**config.mk**
```make
export PLATFORM = sky130hd
export DESIGN_NAME = griewank_objective_evaluator_flat
export DESIGN_NICKNAME = d
export VERILOG_FILES = /design/src/rtl/gge_pkg.sv /design/src/rtl/gge_channels.sv /design/src/rtl/gge_front.sv /design/src/rtl/gge_queue.sv /design/src/rtl/gge_back.sv /design/src/rtl/griewank_objective_evaluator.sv /design/src/flat_wrapper.sv
export SDC_FILE = /design/constraint.sdc
export NUM_CORES = 2
export LEC_CHECK = 0
export ABC_AREA = 1
export ABC_CLOCK_PERIOD_IN_PS = 29100
export BUFFER_PORTS_ARGS = -buffer_cell sky130_fd_sc_hd__buf_2
export CORE_MARGIN = 10
export CORE_UTILIZATION = 45
export CTS_BUF_LIST = sky130_fd_sc_hd__clkbuf_8
export DETAILED_ROUTE_END_ITERATION = 10
export HOLD_SLACK_MARGIN = 0.12
export PLACE_DENSITY = 0.65
export RECOVER_POWER = 100
export SLEW_MARGIN = 40
export SYNTH_ARGS = -nofsm -noshare
export SYNTH_HDL_FRONTEND = slang
export SYNTH_SLANG_ARGS = --single-unit
```
**constraint.sdc**
```tcl
create_clock -name clk -period 29.1 [get_ports clk]
set_input_delay 5.82 -clock clk [delete_from_list [all_inputs] [get_ports clk]]
set_output_delay 5.82 -clock clk [all_outputs]
set_load 0.01 [all_outputs]
```
**src/rtl/gge_pkg.sv**
```systemverilog
`timescale 1ns / 1ps
`default_nettype none
// ----------------------------------------------------------------------------
// gge_pkg
// Shared widths, constant tables and types of the Griewank evaluator.
// ----------------------------------------------------------------------------
package gge_pkg;

    localparam int MAX_DIM    = 64;
    localparam int FRAC_BITS  = 16;
    localparam int COORD_W    = 27;
    localparam int MAG_W      = 27;
    localparam int IDX_W      = 6;
    localparam int CNT_W      = 7;
    localparam int SUM_W      = 48;
    localparam int OUT_W      = 29;
    localparam int HORNER_LEN = 5;

    // The divide by 4000 is a shift by five followed by a divide by 125, done
    // in 16-bit digits with a reciprocal that is exact for every digit step.
    localparam int               SUM_SHIFT   = 5;
    localparam int               DIV_CHUNKS  = 3;
    localparam logic [6:0]       SUM_ODD_DIV = 7'd125;
    localparam logic [23:0]      SUM_RECIP   = 24'd8589935;

    localparam logic [CNT_W-1:0] NUM_DIM_RESET = 7'd10;
    localparam logic [30:0]      Q30_ONE       = 31'h4000_0000;
    localparam logic [31:0]      HALF_PI_Q30   = 32'd1686629713;
    localparam logic [31:0]      INV_TWO_PI    = 32'd683565276;
    localparam logic [39:0]      OUT_MAX       = 40'h00_1FFF_FFFF;

    typedef logic [HORNER_LEN-1:0][6:0]  div_tab_t;
    typedef logic [HORNER_LEN-1:0][31:0] recip_tab_t;
    typedef logic [MAX_DIM-1:0][30:0]    rsqrt_tab_t;

    localparam div_tab_t COS_DIV = {7'd2, 7'd12, 7'd30, 7'd56, 7'd90};
    localparam div_tab_t SIN_DIV = {7'd6, 7'd20, 7'd42, 7'd72, 7'd110};

    localparam recip_tab_t COS_RECIP = {
        32'((64'd1 << 32) / 2),  32'((64'd1 << 32) / 12), 32'((64'd1 << 32) / 30),
        32'((64'd1 << 32) / 56), 32'((64'd1 << 32) / 90)};
    localparam recip_tab_t SIN_RECIP = {
        32'((64'd1 << 32) / 6),  32'((64'd1 << 32) / 20), 32'((64'd1 << 32) / 42),
        32'((64'd1 << 32) / 72), 32'((64'd1 << 32) / 110)};

    function automatic logic [30:0] isqrt_q60(input logic [63:0] v);
        logic [63:0] res;
        logic [63:0] cand;
        res = '0;
        for (int k = 30; k >= 0; k--)
        begin
            cand = res | (64'd1 << k);
            if (cand * cand <= v)
            begin
                res = cand;
            end
        end
        return res[30:0];
    endfunction

    function automatic rsqrt_tab_t build_rsqrt_rom();
        rsqrt_tab_t tab;
        for (int i = 0; i < MAX_DIM; i++)
        begin
            tab[i] = isqrt_q60((64'd1 << 60) / 64'(i + 1));
        end
        return tab;
    endfunction

    localparam rsqrt_tab_t RSQRT_ROM = build_rsqrt_rom();

    typedef struct packed {
        logic [MAG_W-1:0] mag;
        logic [IDX_W-1:0] idx;
        logic             last;
    } gge_job_t;

    typedef enum logic [3:0] {
        ST_IDLE,
        ST_SQ,
        ST_ANG,
        ST_PH,
        ST_TH,
        ST_T2,
        ST_HMUL,
        ST_HREC,
        ST_HBACK,
        ST_HFIX,
        ST_SMUL,
        ST_SIN,
        ST_PROD,
        ST_DIV,
        ST_OUT
    } gge_state_t;

endpackage
`default_nettype wire

```
**src/rtl/gge_channels.sv**
```systemverilog
`timescale 1ns / 1ps
`default_nettype none
// ----------------------------------------------------------------------------
// gge_channels
// Valid/ready channels for coordinates, results and the configuration write.
// ----------------------------------------------------------------------------
interface gge_coord_if import gge_pkg::*; ();
    logic                      valid;
    logic                      ready;
    logic signed [COORD_W-1:0] coordinate;
    modport source (output valid, output coordinate, input ready);
    modport sink (input valid, input coordinate, output ready);
endinterface

interface gge_result_if import gge_pkg::*; ();
    logic             valid;
    logic             ready;
    logic [OUT_W-1:0] objective_value;
    modport source (output valid, output objective_value, input ready);
    modport sink (input valid, input objective_value, output ready);
endinterface

interface gge_cfg_if import gge_pkg::*; ();
    logic             valid;
    logic             ready;
    logic [CNT_W-1:0] num_dimensions;
    modport source (output valid, output num_dimensions, input ready);
    modport sink (input valid, input num_dimensions, output ready);
endinterface
`default_nettype wire

```
**src/rtl/gge_front.sv**
```systemverilog
`timescale 1ns / 1ps
`default_nettype none
// ----------------------------------------------------------------------------
// gge_front
// Accepts coordinates, tracks the position in the vector and marks the last one.
// ----------------------------------------------------------------------------
module gge_front import gge_pkg::*;
(
    input  wire logic     clk,
    input  wire logic     rst_n,
    gge_coord_if.sink     coord,
    gge_cfg_if.sink       cfg,
    input  wire logic     queue_full,
    output logic          push,
    output gge_job_t      job
);

    logic [CNT_W-1:0] num_dim_reg;
    logic [IDX_W-1:0] index_reg;
    logic [IDX_W-1:0] index_next;
    logic [CNT_W-1:0] n_eff;
    logic [MAG_W-1:0] neg_coord;

    assign cfg.ready   = 1'b1;
    assign coord.ready = !queue_full;
    assign push        = coord.valid && coord.ready;

    always_comb
    begin
        if (num_dim_reg == '0)
        begin
            n_eff = CNT_W'(1);
        end
        else if (num_dim_reg > CNT_W'(MAX_DIM))
        begin
            n_eff = CNT_W'(MAX_DIM);
        end
        else
        begin
            n_eff = num_dim_reg;
        end
    end

    assign neg_coord = MAG_W'(~coord.coordinate) + MAG_W'(1);
    assign job.mag   = coord.coordinate[COORD_W-1] ? neg_coord : MAG_W'(coord.coordinate);
    assign job.idx   = index_reg;
    assign job.last  = ({1'b0, index_reg} + CNT_W'(1)) >= n_eff;
    assign index_next = job.last ? '0 : index_reg + IDX_W'(1);

    always_ff @(posedge clk or negedge rst_n)
    begin
        if (!rst_n)
        begin
            num_dim_reg <= NUM_DIM_RESET;
            index_reg   <= '0;
        end
        else
        begin
            if (cfg.valid)
            begin
                num_dim_reg <= cfg.num_dimensions;
            end
            if (push)
            begin
                index_reg <= index_next;
            end
        end
    end

endmodule
`default_nettype wire

```
**src/rtl/gge_queue.sv**
```systemverilog
`timescale 1ns / 1ps
`default_nettype none
// ----------------------------------------------------------------------------
// gge_queue
// Two-entry queue of classified items between the front and the back.
// ----------------------------------------------------------------------------
module gge_queue import gge_pkg::*;
(
    input  wire logic     clk,
    input  wire logic     rst_n,
    input  wire logic     push,
    input  wire gge_job_t push_job,
    output logic          full,
    input  wire logic     pop,
    output logic          job_valid,
    output gge_job_t      job
);

    gge_job_t   entry_reg [2];
    logic       wr_ptr_reg;
    logic       rd_ptr_reg;
    logic [1:0] count_reg;
    logic       do_push;
    logic       do_pop;

    assign full      = count_reg == 2'd2;
    assign job_valid = count_reg != 2'd0;
    assign job       = entry_reg[rd_ptr_reg];
    assign do_push   = push && !full;
    assign do_pop    = pop && job_valid;

    always_ff @(posedge clk)
    begin
        if (do_push)
        begin
            entry_reg[wr_ptr_reg] <= push_job;
        end
    end

    always_ff @(posedge clk or negedge rst_n)
    begin
        if (!rst_n)
        begin
            wr_ptr_reg <= 1'b0;
            rd_ptr_reg <= 1'b0;
            count_reg  <= 2'd0;
        end
        else
        begin
            if (do_push)
            begin
                wr_ptr_reg <= !wr_ptr_reg;
            end
            if (do_pop)
            begin
                rd_ptr_reg <= !rd_ptr_reg;
            end
            if (do_push && !do_pop)
            begin
                count_reg <= count_reg + 2'd1;
            end
            else if (do_pop && !do_push)
            begin
                count_reg <= count_reg - 2'd1;
            end
        end
    end

endmodule
`default_nettype wire

```
**src/rtl/gge_back.sv**
```systemverilog
`timescale 1ns / 1ps
`default_nettype none
// ----------------------------------------------------------------------------
// gge_back
// Sequencer around one shared 32x32 multiplier: square, scaled angle, cosine
// and sine series, product update and the final divide by 4000.
// ----------------------------------------------------------------------------
module gge_back import gge_pkg::*;
(
    input  wire logic     clk,
    input  wire logic     rst_n,
    input  wire logic     job_valid,
    input  wire gge_job_t job,
    output logic          pop,
    gge_result_if.source  result
);

    gge_state_t       state_reg, state_next;
    logic [MAG_W-1:0] mag_reg, mag_next;
    logic [IDX_W-1:0] idx_reg, idx_next;
    logic             last_reg, last_next;
    logic [63:0]      prod_reg;
    logic [SUM_W-1:0] sum_reg, sum_next;
    logic [30:0]      cp_mag_reg, cp_mag_next;
    logic             cp_neg_reg, cp_neg_next;
    logic [1:0]       quad_reg, quad_next;
    logic             swap_reg, swap_next;
    logic [29:0]      th_reg, th_next;
    logic [29:0]      t2_reg, t2_next;
    logic [30:0]      h_reg, h_next;
    logic [29:0]      m_reg, m_next;
    logic [31:0]      q0_reg, q0_next;
    logic [2:0]       k_reg, k_next;
    logic             sin_pass_reg, sin_pass_next;
    logic [30:0]      c_reg, c_next;
    logic             cos_neg_reg, cos_neg_next;
    logic [SUM_W-1:0] quo_reg, quo_next;
    logic [6:0]       rem_reg, rem_next;
    logic [5:0]       div_cnt_reg, div_cnt_next;
    logic             out_valid_reg, out_valid_next;
    logic [OUT_W-1:0] out_reg, out_next;

    logic [31:0]      mul_a;
    logic [31:0]      mul_b;
    logic [SUM_W:0]   sum_add;
    logic [29:0]      frac;
    logic [29:0]      frac_fold;
    logic [30:0]      frac_diff;
    logic [6:0]       divisor;
    logic [31:0]      resid;
    logic [31:0]      quot;
    logic [30:0]      h_new;
    logic [30:0]      sin_val;
    logic [30:0]      cc;
    logic [30:0]      ss;
    logic [30:0]      cos_mag;
    logic             cos_neg;
    logic [30:0]      pm;
    logic [22:0]      div_x;
    logic [15:0]      div_q;
    logic [6:0]       div_r;
    logic [16:0]      pf;
    logic [39:0]      value;

    assign result.valid           = out_valid_reg;
    assign result.objective_value = out_reg;

    always_comb
    begin
        state_next     = state_reg;
        mag_next       = mag_reg;
        idx_next       = idx_reg;
        last_next      = last_reg;
        sum_next       = sum_reg;
        cp_mag_next    = cp_mag_reg;
        cp_neg_next    = cp_neg_reg;
        quad_next      = quad_reg;
        swap_next      = swap_reg;
        th_next        = th_reg;
        t2_next        = t2_reg;
        h_next         = h_reg;
        m_next         = m_reg;
        q0_next        = q0_reg;
        k_next         = k_reg;
        sin_pass_next  = sin_pass_reg;
        c_next         = c_reg;
        cos_neg_next   = cos_neg_reg;
        quo_next       = quo_reg;
        rem_next       = rem_reg;
        div_cnt_next   = div_cnt_reg;
        out_valid_next = out_valid_reg && !result.ready;
        out_next       = out_reg;
        pop            = 1'b0;
        mul_a          = '0;
        mul_b          = '0;

        sum_add   = {1'b0, sum_reg} + (SUM_W + 1)'(prod_reg[53:FRAC_BITS]);
        frac      = prod_reg[45:16];
        frac_diff = Q30_ONE - {1'b0, frac};
        frac_fold = (frac > 30'h2000_0000) ? frac_diff[29:0] : frac;
        divisor   = sin_pass_reg ? SIN_DIV[k_reg] : COS_DIV[k_reg];
        resid     = {2'b0, m_reg} - prod_reg[31:0];
        quot      = (resid >= {25'b0, divisor}) ? q0_reg + 32'd1 : q0_reg;
        h_new     = Q30_ONE - quot[30:0];
        sin_val   = prod_reg[60:30];
        cc        = swap_reg ? sin_val : c_reg;
        ss        = swap_reg ? c_reg : sin_val;
        pm        = prod_reg[60:30];
        div_x     = {rem_reg, quo_reg[SUM_W-1:SUM_W-16]};
        div_q     = prod_reg[45:30];
        div_r     = 7'(div_x - 23'(div_q) * 23'(SUM_ODD_DIV));
        pf        = 17'(cp_mag_reg >> (30 - FRAC_BITS));
        if (cp_neg_reg)
        begin
            value = quo_reg[39:0] + 40'h1_0000 + 40'(pf);
        end
        else
        begin
            value = quo_reg[39:0] + 40'h1_0000 - 40'(pf);
        end

        case (quad_reg)
            2'd0:
            begin
                cos_mag = cc;
                cos_neg = 1'b0;
            end
            2'd1:
            begin
                cos_mag = ss;
                cos_neg = 1'b1;
            end
            2'd2:
            begin
                cos_mag = cc;
                cos_neg = 1'b1;
            end
            default:
            begin
                cos_mag = ss;
                cos_neg = 1'b0;
            end
        endcase

        case (state_reg)
            ST_IDLE:
            begin
                if (job_valid)
                begin
                    pop        = 1'b1;
                    mag_next   = job.mag;
                    idx_next   = job.idx;
                    last_next  = job.last;
                    mul_a      = {5'b0, job.mag};
                    mul_b      = {5'b0, job.mag};
                    state_next = ST_SQ;
                end
            end
            ST_SQ:
            begin
                sum_next   = sum_add[SUM_W] ? '1 : sum_add[SUM_W-1:0];
                mul_a      = {5'b0, mag_reg};
                mul_b      = {1'b0, RSQRT_ROM[idx_reg]};
                state_next = ST_ANG;
            end
            ST_ANG:
            begin
                mul_a      = {5'b0, prod_reg[56:30]};
                mul_b      = INV_TWO_PI;
                state_next = ST_PH;
            end
            ST_PH:
            begin
                quad_next  = prod_reg[47:46];
                swap_next  = frac > 30'h2000_0000;
                mul_a      = {2'b0, frac_fold};
                mul_b      = HALF_PI_Q30;
                state_next = ST_TH;
            end
            ST_TH:
            begin
                th_next    = prod_reg[59:30];
                mul_a      = {2'b0, prod_reg[59:30]};
                mul_b      = {2'b0, prod_reg[59:30]};
                state_next = ST_T2;
            end
            ST_T2:
            begin
                t2_next       = prod_reg[59:30];
                h_next        = Q30_ONE;
                k_next        = '0;
                sin_pass_next = 1'b0;
                state_next    = ST_HMUL;
            end
            ST_HMUL:
            begin
                mul_a      = {2'b0, t2_reg};
                mul_b      = {1'b0, h_reg};
                state_next = ST_HREC;
            end
            ST_HREC:
            begin
                m_next     = prod_reg[59:30];
                mul_a      = {2'b0, prod_reg[59:30]};
                mul_b      = sin_pass_reg ? SIN_RECIP[k_reg] : COS_RECIP[k_reg];
                state_next = ST_HBACK;
            end
            ST_HBACK:
            begin
                q0_next    = prod_reg[63:32];
                mul_a      = prod_reg[63:32];
                mul_b      = {25'b0, divisor};
                state_next = ST_HFIX;
            end
            ST_HFIX:
            begin
                if (k_reg == 3'(HORNER_LEN - 1))
                begin
                    k_next = '0;
                    if (!sin_pass_reg)
                    begin
                        c_next        = h_new;
                        h_next        = Q30_ONE;
                        sin_pass_next = 1'b1;
                        state_next    = ST_HMUL;
                    end
                    else
                    begin
                        h_next     = h_new;
                        state_next = ST_SMUL;
                    end
                end
                else
                begin
                    h_next     = h_new;
                    k_next     = k_reg + 3'd1;
                    state_next = ST_HMUL;
                end
            end
            ST_SMUL:
            begin
                mul_a      = {2'b0, th_reg};
                mul_b      = {1'b0, h_reg};
                state_next = ST_SIN;
            end
            ST_SIN:
            begin
                cos_neg_next = cos_neg && (cos_mag != '0);
                mul_a        = {1'b0, cp_mag_reg};
                mul_b        = {1'b0, cos_mag};
                state_next   = ST_PROD;
            end
            ST_PROD:
            begin
                cp_mag_next = pm;
                cp_neg_next = (cp_neg_reg ^ cos_neg_reg) && (pm != '0);
                if (last_reg)
                begin
                    quo_next     = sum_reg >> SUM_SHIFT;
                    rem_next     = '0;
                    div_cnt_next = '0;
                    state_next   = ST_DIV;
                end
                else
                begin
                    state_next = ST_IDLE;
                end
            end
            ST_DIV:
            begin
                div_cnt_next = div_cnt_reg + 6'd1;
                if (!div_cnt_reg[0])
                begin
                    mul_a = {9'b0, div_x};
                    mul_b = {8'b0, SUM_RECIP};
                end
                else
                begin
                    rem_next = div_r;
                    quo_next = {quo_reg[SUM_W-17:0], div_q};
                    if (div_cnt_reg == 6'(2 * DIV_CHUNKS - 1))
                    begin
                        state_next = ST_OUT;
                    end
                end
            end
            ST_OUT:
            begin
                if (!out_valid_reg || result.ready)
                begin
                    out_valid_next = 1'b1;
                    out_next       = (value > OUT_MAX) ? '1 : value[OUT_W-1:0];
                    sum_next       = '0;
                    cp_mag_next    = Q30_ONE;
                    cp_neg_next    = 1'b0;
                    state_next     = ST_IDLE;
                end
            end
            default:
            begin
                state_next = ST_IDLE;
            end
        endcase
    end

    always_ff @(posedge clk)
    begin
        prod_reg <= 64'(mul_a) * 64'(mul_b);
    end

    always_ff @(posedge clk)
    begin
        mag_reg     <= mag_next;
        idx_reg     <= idx_next;
        last_reg    <= last_next;
        quad_reg    <= quad_next;
        swap_reg    <= swap_next;
        th_reg      <= th_next;
        t2_reg      <= t2_next;
        h_reg       <= h_next;
        m_reg       <= m_next;
        q0_reg      <= q0_next;
        c_reg       <= c_next;
        cos_neg_reg <= cos_neg_next;
        quo_reg     <= quo_next;
        rem_reg     <= rem_next;
        out_reg     <= out_next;
    end

    always_ff @(posedge clk or negedge rst_n)
    begin
        if (!rst_n)
        begin
            state_reg     <= ST_IDLE;
            sum_reg       <= '0;
            cp_mag_reg    <= Q30_ONE;
            cp_neg_reg    <= 1'b0;
            k_reg         <= '0;
            sin_pass_reg  <= 1'b0;
            div_cnt_reg   <= '0;
            out_valid_reg <= 1'b0;
        end
        else
        begin
            state_reg     <= state_next;
            sum_reg       <= sum_next;
            cp_mag_reg    <= cp_mag_next;
            cp_neg_reg    <= cp_neg_next;
            k_reg         <= k_next;
            sin_pass_reg  <= sin_pass_next;
            div_cnt_reg   <= div_cnt_next;
            out_valid_reg <= out_valid_next;
        end
    end

endmodule
`default_nettype wire

```
**src/rtl/griewank_objective_evaluator.sv**
```systemverilog
`timescale 1ns / 1ps
`default_nettype none
// ----------------------------------------------------------------------------
// griewank_objective_evaluator
// Griewank function of a vector that arrives one Q11.16 coordinate per item.
// ----------------------------------------------------------------------------
// The back end takes a new coordinate only when it is through with the last
// one. The last coordinate of a vector also goes through the divide of the
// square sum by 4000 in three 16-bit digits and then the load of the result
// register. The back end runs on the single shared 32x32 multiplier, which
// steps through the square, the scaled angle, the cosine and sine series, the
// product update and the digit divide. A two-entry queue lets the input side
// take up to two coordinates ahead, and the result register lets a finished
// value wait while work continues. The user must write the vector length
// through the configuration channel only while the block is idle; the block
// does not enforce this. Zero acts as one and values above 64 act as 64.
module griewank_objective_evaluator import gge_pkg::*;
(
    input  wire logic    clk,
    input  wire logic    rst_n,
    gge_coord_if.sink    coord,
    gge_result_if.source result,
    gge_cfg_if.sink      cfg
);

    logic     push;
    logic     queue_full;
    logic     pop;
    logic     job_valid;
    gge_job_t push_job;
    gge_job_t job;

    gge_front u_front (
        .clk        (clk),
        .rst_n      (rst_n),
        .coord      (coord),
        .cfg        (cfg),
        .queue_full (queue_full),
        .push       (push),
        .job        (push_job)
    );

    gge_queue u_queue (
        .clk       (clk),
        .rst_n     (rst_n),
        .push      (push),
        .push_job  (push_job),
        .full      (queue_full),
        .pop       (pop),
        .job_valid (job_valid),
        .job       (job)
    );

    gge_back u_back (
        .clk       (clk),
        .rst_n     (rst_n),
        .job_valid (job_valid),
        .job       (job),
        .pop       (pop),
        .result    (result)
    );

endmodule
`default_nettype wire
```
**src/flat_wrapper.sv**
```systemverilog
// flat-port wrapper written by rule: the top's interface ports become plain ports
module griewank_objective_evaluator_flat import gge_pkg::*;
  (clk, rst_n, coord_valid, coord_coordinate, coord_ready, result_valid, result_objective_value, result_ready, cfg_valid, cfg_num_dimensions, cfg_ready);
  gge_coord_if coord_i ();
  gge_result_if result_i ();
  gge_cfg_if cfg_i ();
  input  wire logic clk;
  input  wire logic rst_n;
  input wire logic [$bits(coord_i.valid)-1:0] coord_valid;
  input wire logic [$bits(coord_i.coordinate)-1:0] coord_coordinate;
  output wire logic [$bits(coord_i.ready)-1:0] coord_ready;
  output wire logic [$bits(result_i.valid)-1:0] result_valid;
  output wire logic [$bits(result_i.objective_value)-1:0] result_objective_value;
  input wire logic [$bits(result_i.ready)-1:0] result_ready;
  input wire logic [$bits(cfg_i.valid)-1:0] cfg_valid;
  input wire logic [$bits(cfg_i.num_dimensions)-1:0] cfg_num_dimensions;
  output wire logic [$bits(cfg_i.ready)-1:0] cfg_ready;
  assign coord_i.valid = coord_valid;
  assign coord_i.coordinate = coord_coordinate;
  assign coord_ready = coord_i.ready;
  assign result_valid = result_i.valid;
  assign result_objective_value = result_i.objective_value;
  assign result_i.ready = result_ready;
  assign cfg_i.valid = cfg_valid;
  assign cfg_i.num_dimensions = cfg_num_dimensions;
  assign cfg_ready = cfg_i.ready;
  griewank_objective_evaluator u_core (.clk(clk), .rst_n(rst_n), .coord(coord_i), .result(result_i), .cfg(cfg_i));
endmodule
```
==> flow_summary.json <==
{
  "cts_num_sinks": 580,
  "wl_um": 265000,
  "pre_cts_slack_ps": 17280,
  "layout-drive-gt1-share": 0.0538,
  "drc": 0,
  "start_util": 0.454,
  "cpPeakStageDelay_ps": 1580,
  "cts_root_buf": "clkbuf_8",
  "cts_buffers": 101,
  "boundaryPins": 71,
  "cts_resized": 0,
  "vias_per_cell": 5.62,
  "fp-row-count": 144,
  "clock_latency_ps": 820,
  "dieArea_um2": 172000,
  "fin_skew_ps": 60.0,
  "r2r_cells": 36,
  "drv_cap": 23,
  "die_w_um": 414,
  "powerDensity_nw_per_um2": 48.2,
  "ys.flop_type": "edfxtp_1",
  "criticalPathCategory": "register to register",
  "fillers": 15300,
  "postCtsHoldBufs": 0,
  "htreeDepth": 3,
  "critPathRequiredTime_ps": 29830,
  "worstSetupStartpointType": "register",
  "violations": "capacitance limit, slew limit",
  "largest_reg_flops": 68,
  "synth_warnings": 0,
  "first_iter_violations": 6384,
  "slew_viol_final": 832,
  "design_area_um2": 75100,
  "place_area_um2": 73300,
  "leakage_nw": 36.3,
  "wl_per_cell_um": 24.2,
  "chipHeight_um": 414,
  "synth-seq-cells": 580,
  "crit_end": "u_core.u_back.prod_reg[57]",
  "arrival_ps": 15540,
  "critical_path.slowest_cell": "clkbuf_1",
  "worstSetupStartpoint": "u_core.u_back.state_reg[0]",
  "worst_slew_pin_slew_ps": 3710,
  "firstDrtPassIters": 7,
  "irDropWorstVdd_mv": 0.0339,
  "area_delta_synth_final_pct": 7.36,
  "rrSetupSlack_ps": 14280,
  "fmax_mhz": 67.5,
  "gp_congestion": 1.02,
  "power_mw": 3.62,
  "fin_crit_sh": 0.509,
  "yosys-top-cells-area": "fa_1, edfxtp_1, inv_1",
  "grt_pass1_vias": 61600,
  "dp.final_hpwl_um": 207000,
  "tritoncts": "yes",
  "endpoint_kind": "register",
  "r2r-start": "u_core.u_back.state_reg[0]",
  "setup_ws_ps": 14280,
  "grt_antenna_before_repair": 7,
  "clockBufferDepth": 3,
  "avgSynthCellArea_um2": 8.02,
  "holdCritPathClass": "register to register",
  "final_common_cell": "inv_1",
  "rsz0062_at_grt": "no",
  "fin_nets": 10200,
  "async_flop_share": 0.193,
  "antenna_left": 0,
  "setup_viol": 0,
  "cts_setup_buffers": 0,
  "synth_edf_count": 373,
  "setup_tns_ps": 0,
  "slew_headroom": -1.47,
  "grt_first_pass_wirelength_um": 393000,
  "io_buffers": 69,
  "vias": 61400,
  "synth_cell_types": 76,
  "synth_area_leader_cell": "fa_1",
  "clk_pin_slew_worst_paths_ps": 60,
  "grt.total_usage": 0.302,
  "grt_max_degree": 66,
  "core_area_um2": 154000,
  "seq_area_frac_synth": 0.227,
  "synth_top_area_share": 0.260,
  "overflow": 0,
  "synth_cells": 8728,
  "finalHoldViolCount": 0,
  "period_minus_slack_ps": 14820,
  "status": "finished, violations left",
  "r2r-end": "u_core.u_back.prod_reg[57]",
  "final_cell_mix": "inv_1, nand2_1, nor2_1",
  "path_max_fanout": 42,
  "synthesis.area_um2": 70000
}
-- report_power, final --
| part | leakage (nW) | internal, mW | switching [mW] |
|---|---|---|---|
| Sequential | 5.51 | 0.990 | 0.0751 |
| Combinational | 29.5 | 0.565 | 1.16 |
| Clock | 1.23 | 0.452 | 0.381 |
| Total | 36.3 | 2.01 | 1.61 |
-- per-layer routing --
| metal | vias to the layer above | track usage | routed length [um] |
|---|---|---|---|
| met3 | 707 | 0.0753 | 29400 |
| li1 | 27300 | - | - |
| met5 | - | 0 | 53 |
| met2 | 3201 | 0.456 | 114000 |
| met1 | 30100 | 0.400 | 105000 |
| met4 | 8 | 0.154 | 16500 |
-- through the flow --
step | std cells | hold slack, ps | util
after floorplan | 8754 | 408 | -
after global placement | 10700 | 428 | 0.475
after detailed placement | 10700 | 447 | 0.475
after CTS | 10900 | 469 | 0.490
after global routing | 10900 | 486 | 0.487
final | 10900 | 470 | 0.487
-- final cells by class --
class	instances	area (um2)	area share
Tap cell	2044	2560	0.0341
Multi-Input combinational cell	6056	46300	0.616
Timing Repair Buffer	224	1270	0.0169
Antenna cell	3	7.51	0.000100
Inverter	1831	6880	0.0915
Sequential cell	580	15900	0.212
Clock inverter	82	698	0.00930
Clock buffer	110	1510	0.0202
-- synth_stat cells, drive strengths merged (46+ instances only) --
| cell | instances |
|---|---|
| a21oi | 331 |
| a31oi | 62 |
| clkbuf | 253 |
| dfrtp | 109 |
| dfxtp | 95 |
| edfxtp | 373 |
| fa | 907 |
| ha | 440 |
| inv | 1803 |
| nand2 | 1759 |
| nand3 | 237 |
| nand4 | 137 |
| nor2 | 1057 |
| nor3 | 81 |
| nor4 | 47 |
| o21ai | 388 |
| o22ai | 46 |
| or2 | 46 |
| xnor2 | 72 |
| xor2 | 176 |
-- kinds of logic after synthesis --
logic type | share of synthesized area
compound gates | 0.0861
xor+xnor | 0.0316
fa+ha+maj | 0.338
buf+inv | 0.114
flops | 0.227
mux | 0.000787
other cells | 0.000107
simple gates | 0.201
-- worst max-delay path: cells and delay by family, from the launching register on --
kind	cells	cell delay, ps
and+or+nand+nor	5	840
adders and majority gates	9	4230
buffers and inverters	10	5530
DFF	1	420
AOI/OAI and AO/OA	11	3470
xor gates and xnor gates	1	170
-- how the worst min path moves through the flow --
stage                               start                        to  cells after the start
2_1_floorplan  u_core.u_back.prod_reg[62]  u_core.u_back.q0_reg[30]                      0
3_3_place_gp   u_core.u_back.prod_reg[62]  u_core.u_back.q0_reg[30]                      0
3_5_place_dp   u_core.u_back.prod_reg[62]  u_core.u_back.q0_reg[30]                      0
4_1_cts        u_core.u_back.prod_reg[62]  u_core.u_back.q0_reg[30]                      0
5_1_grt        u_core.u_back.prod_reg[62]  u_core.u_back.q0_reg[30]                      0
6_report       u_core.u_back.prod_reg[62]  u_core.u_back.q0_reg[30]                      0
(Power assumes the default switching activity.)
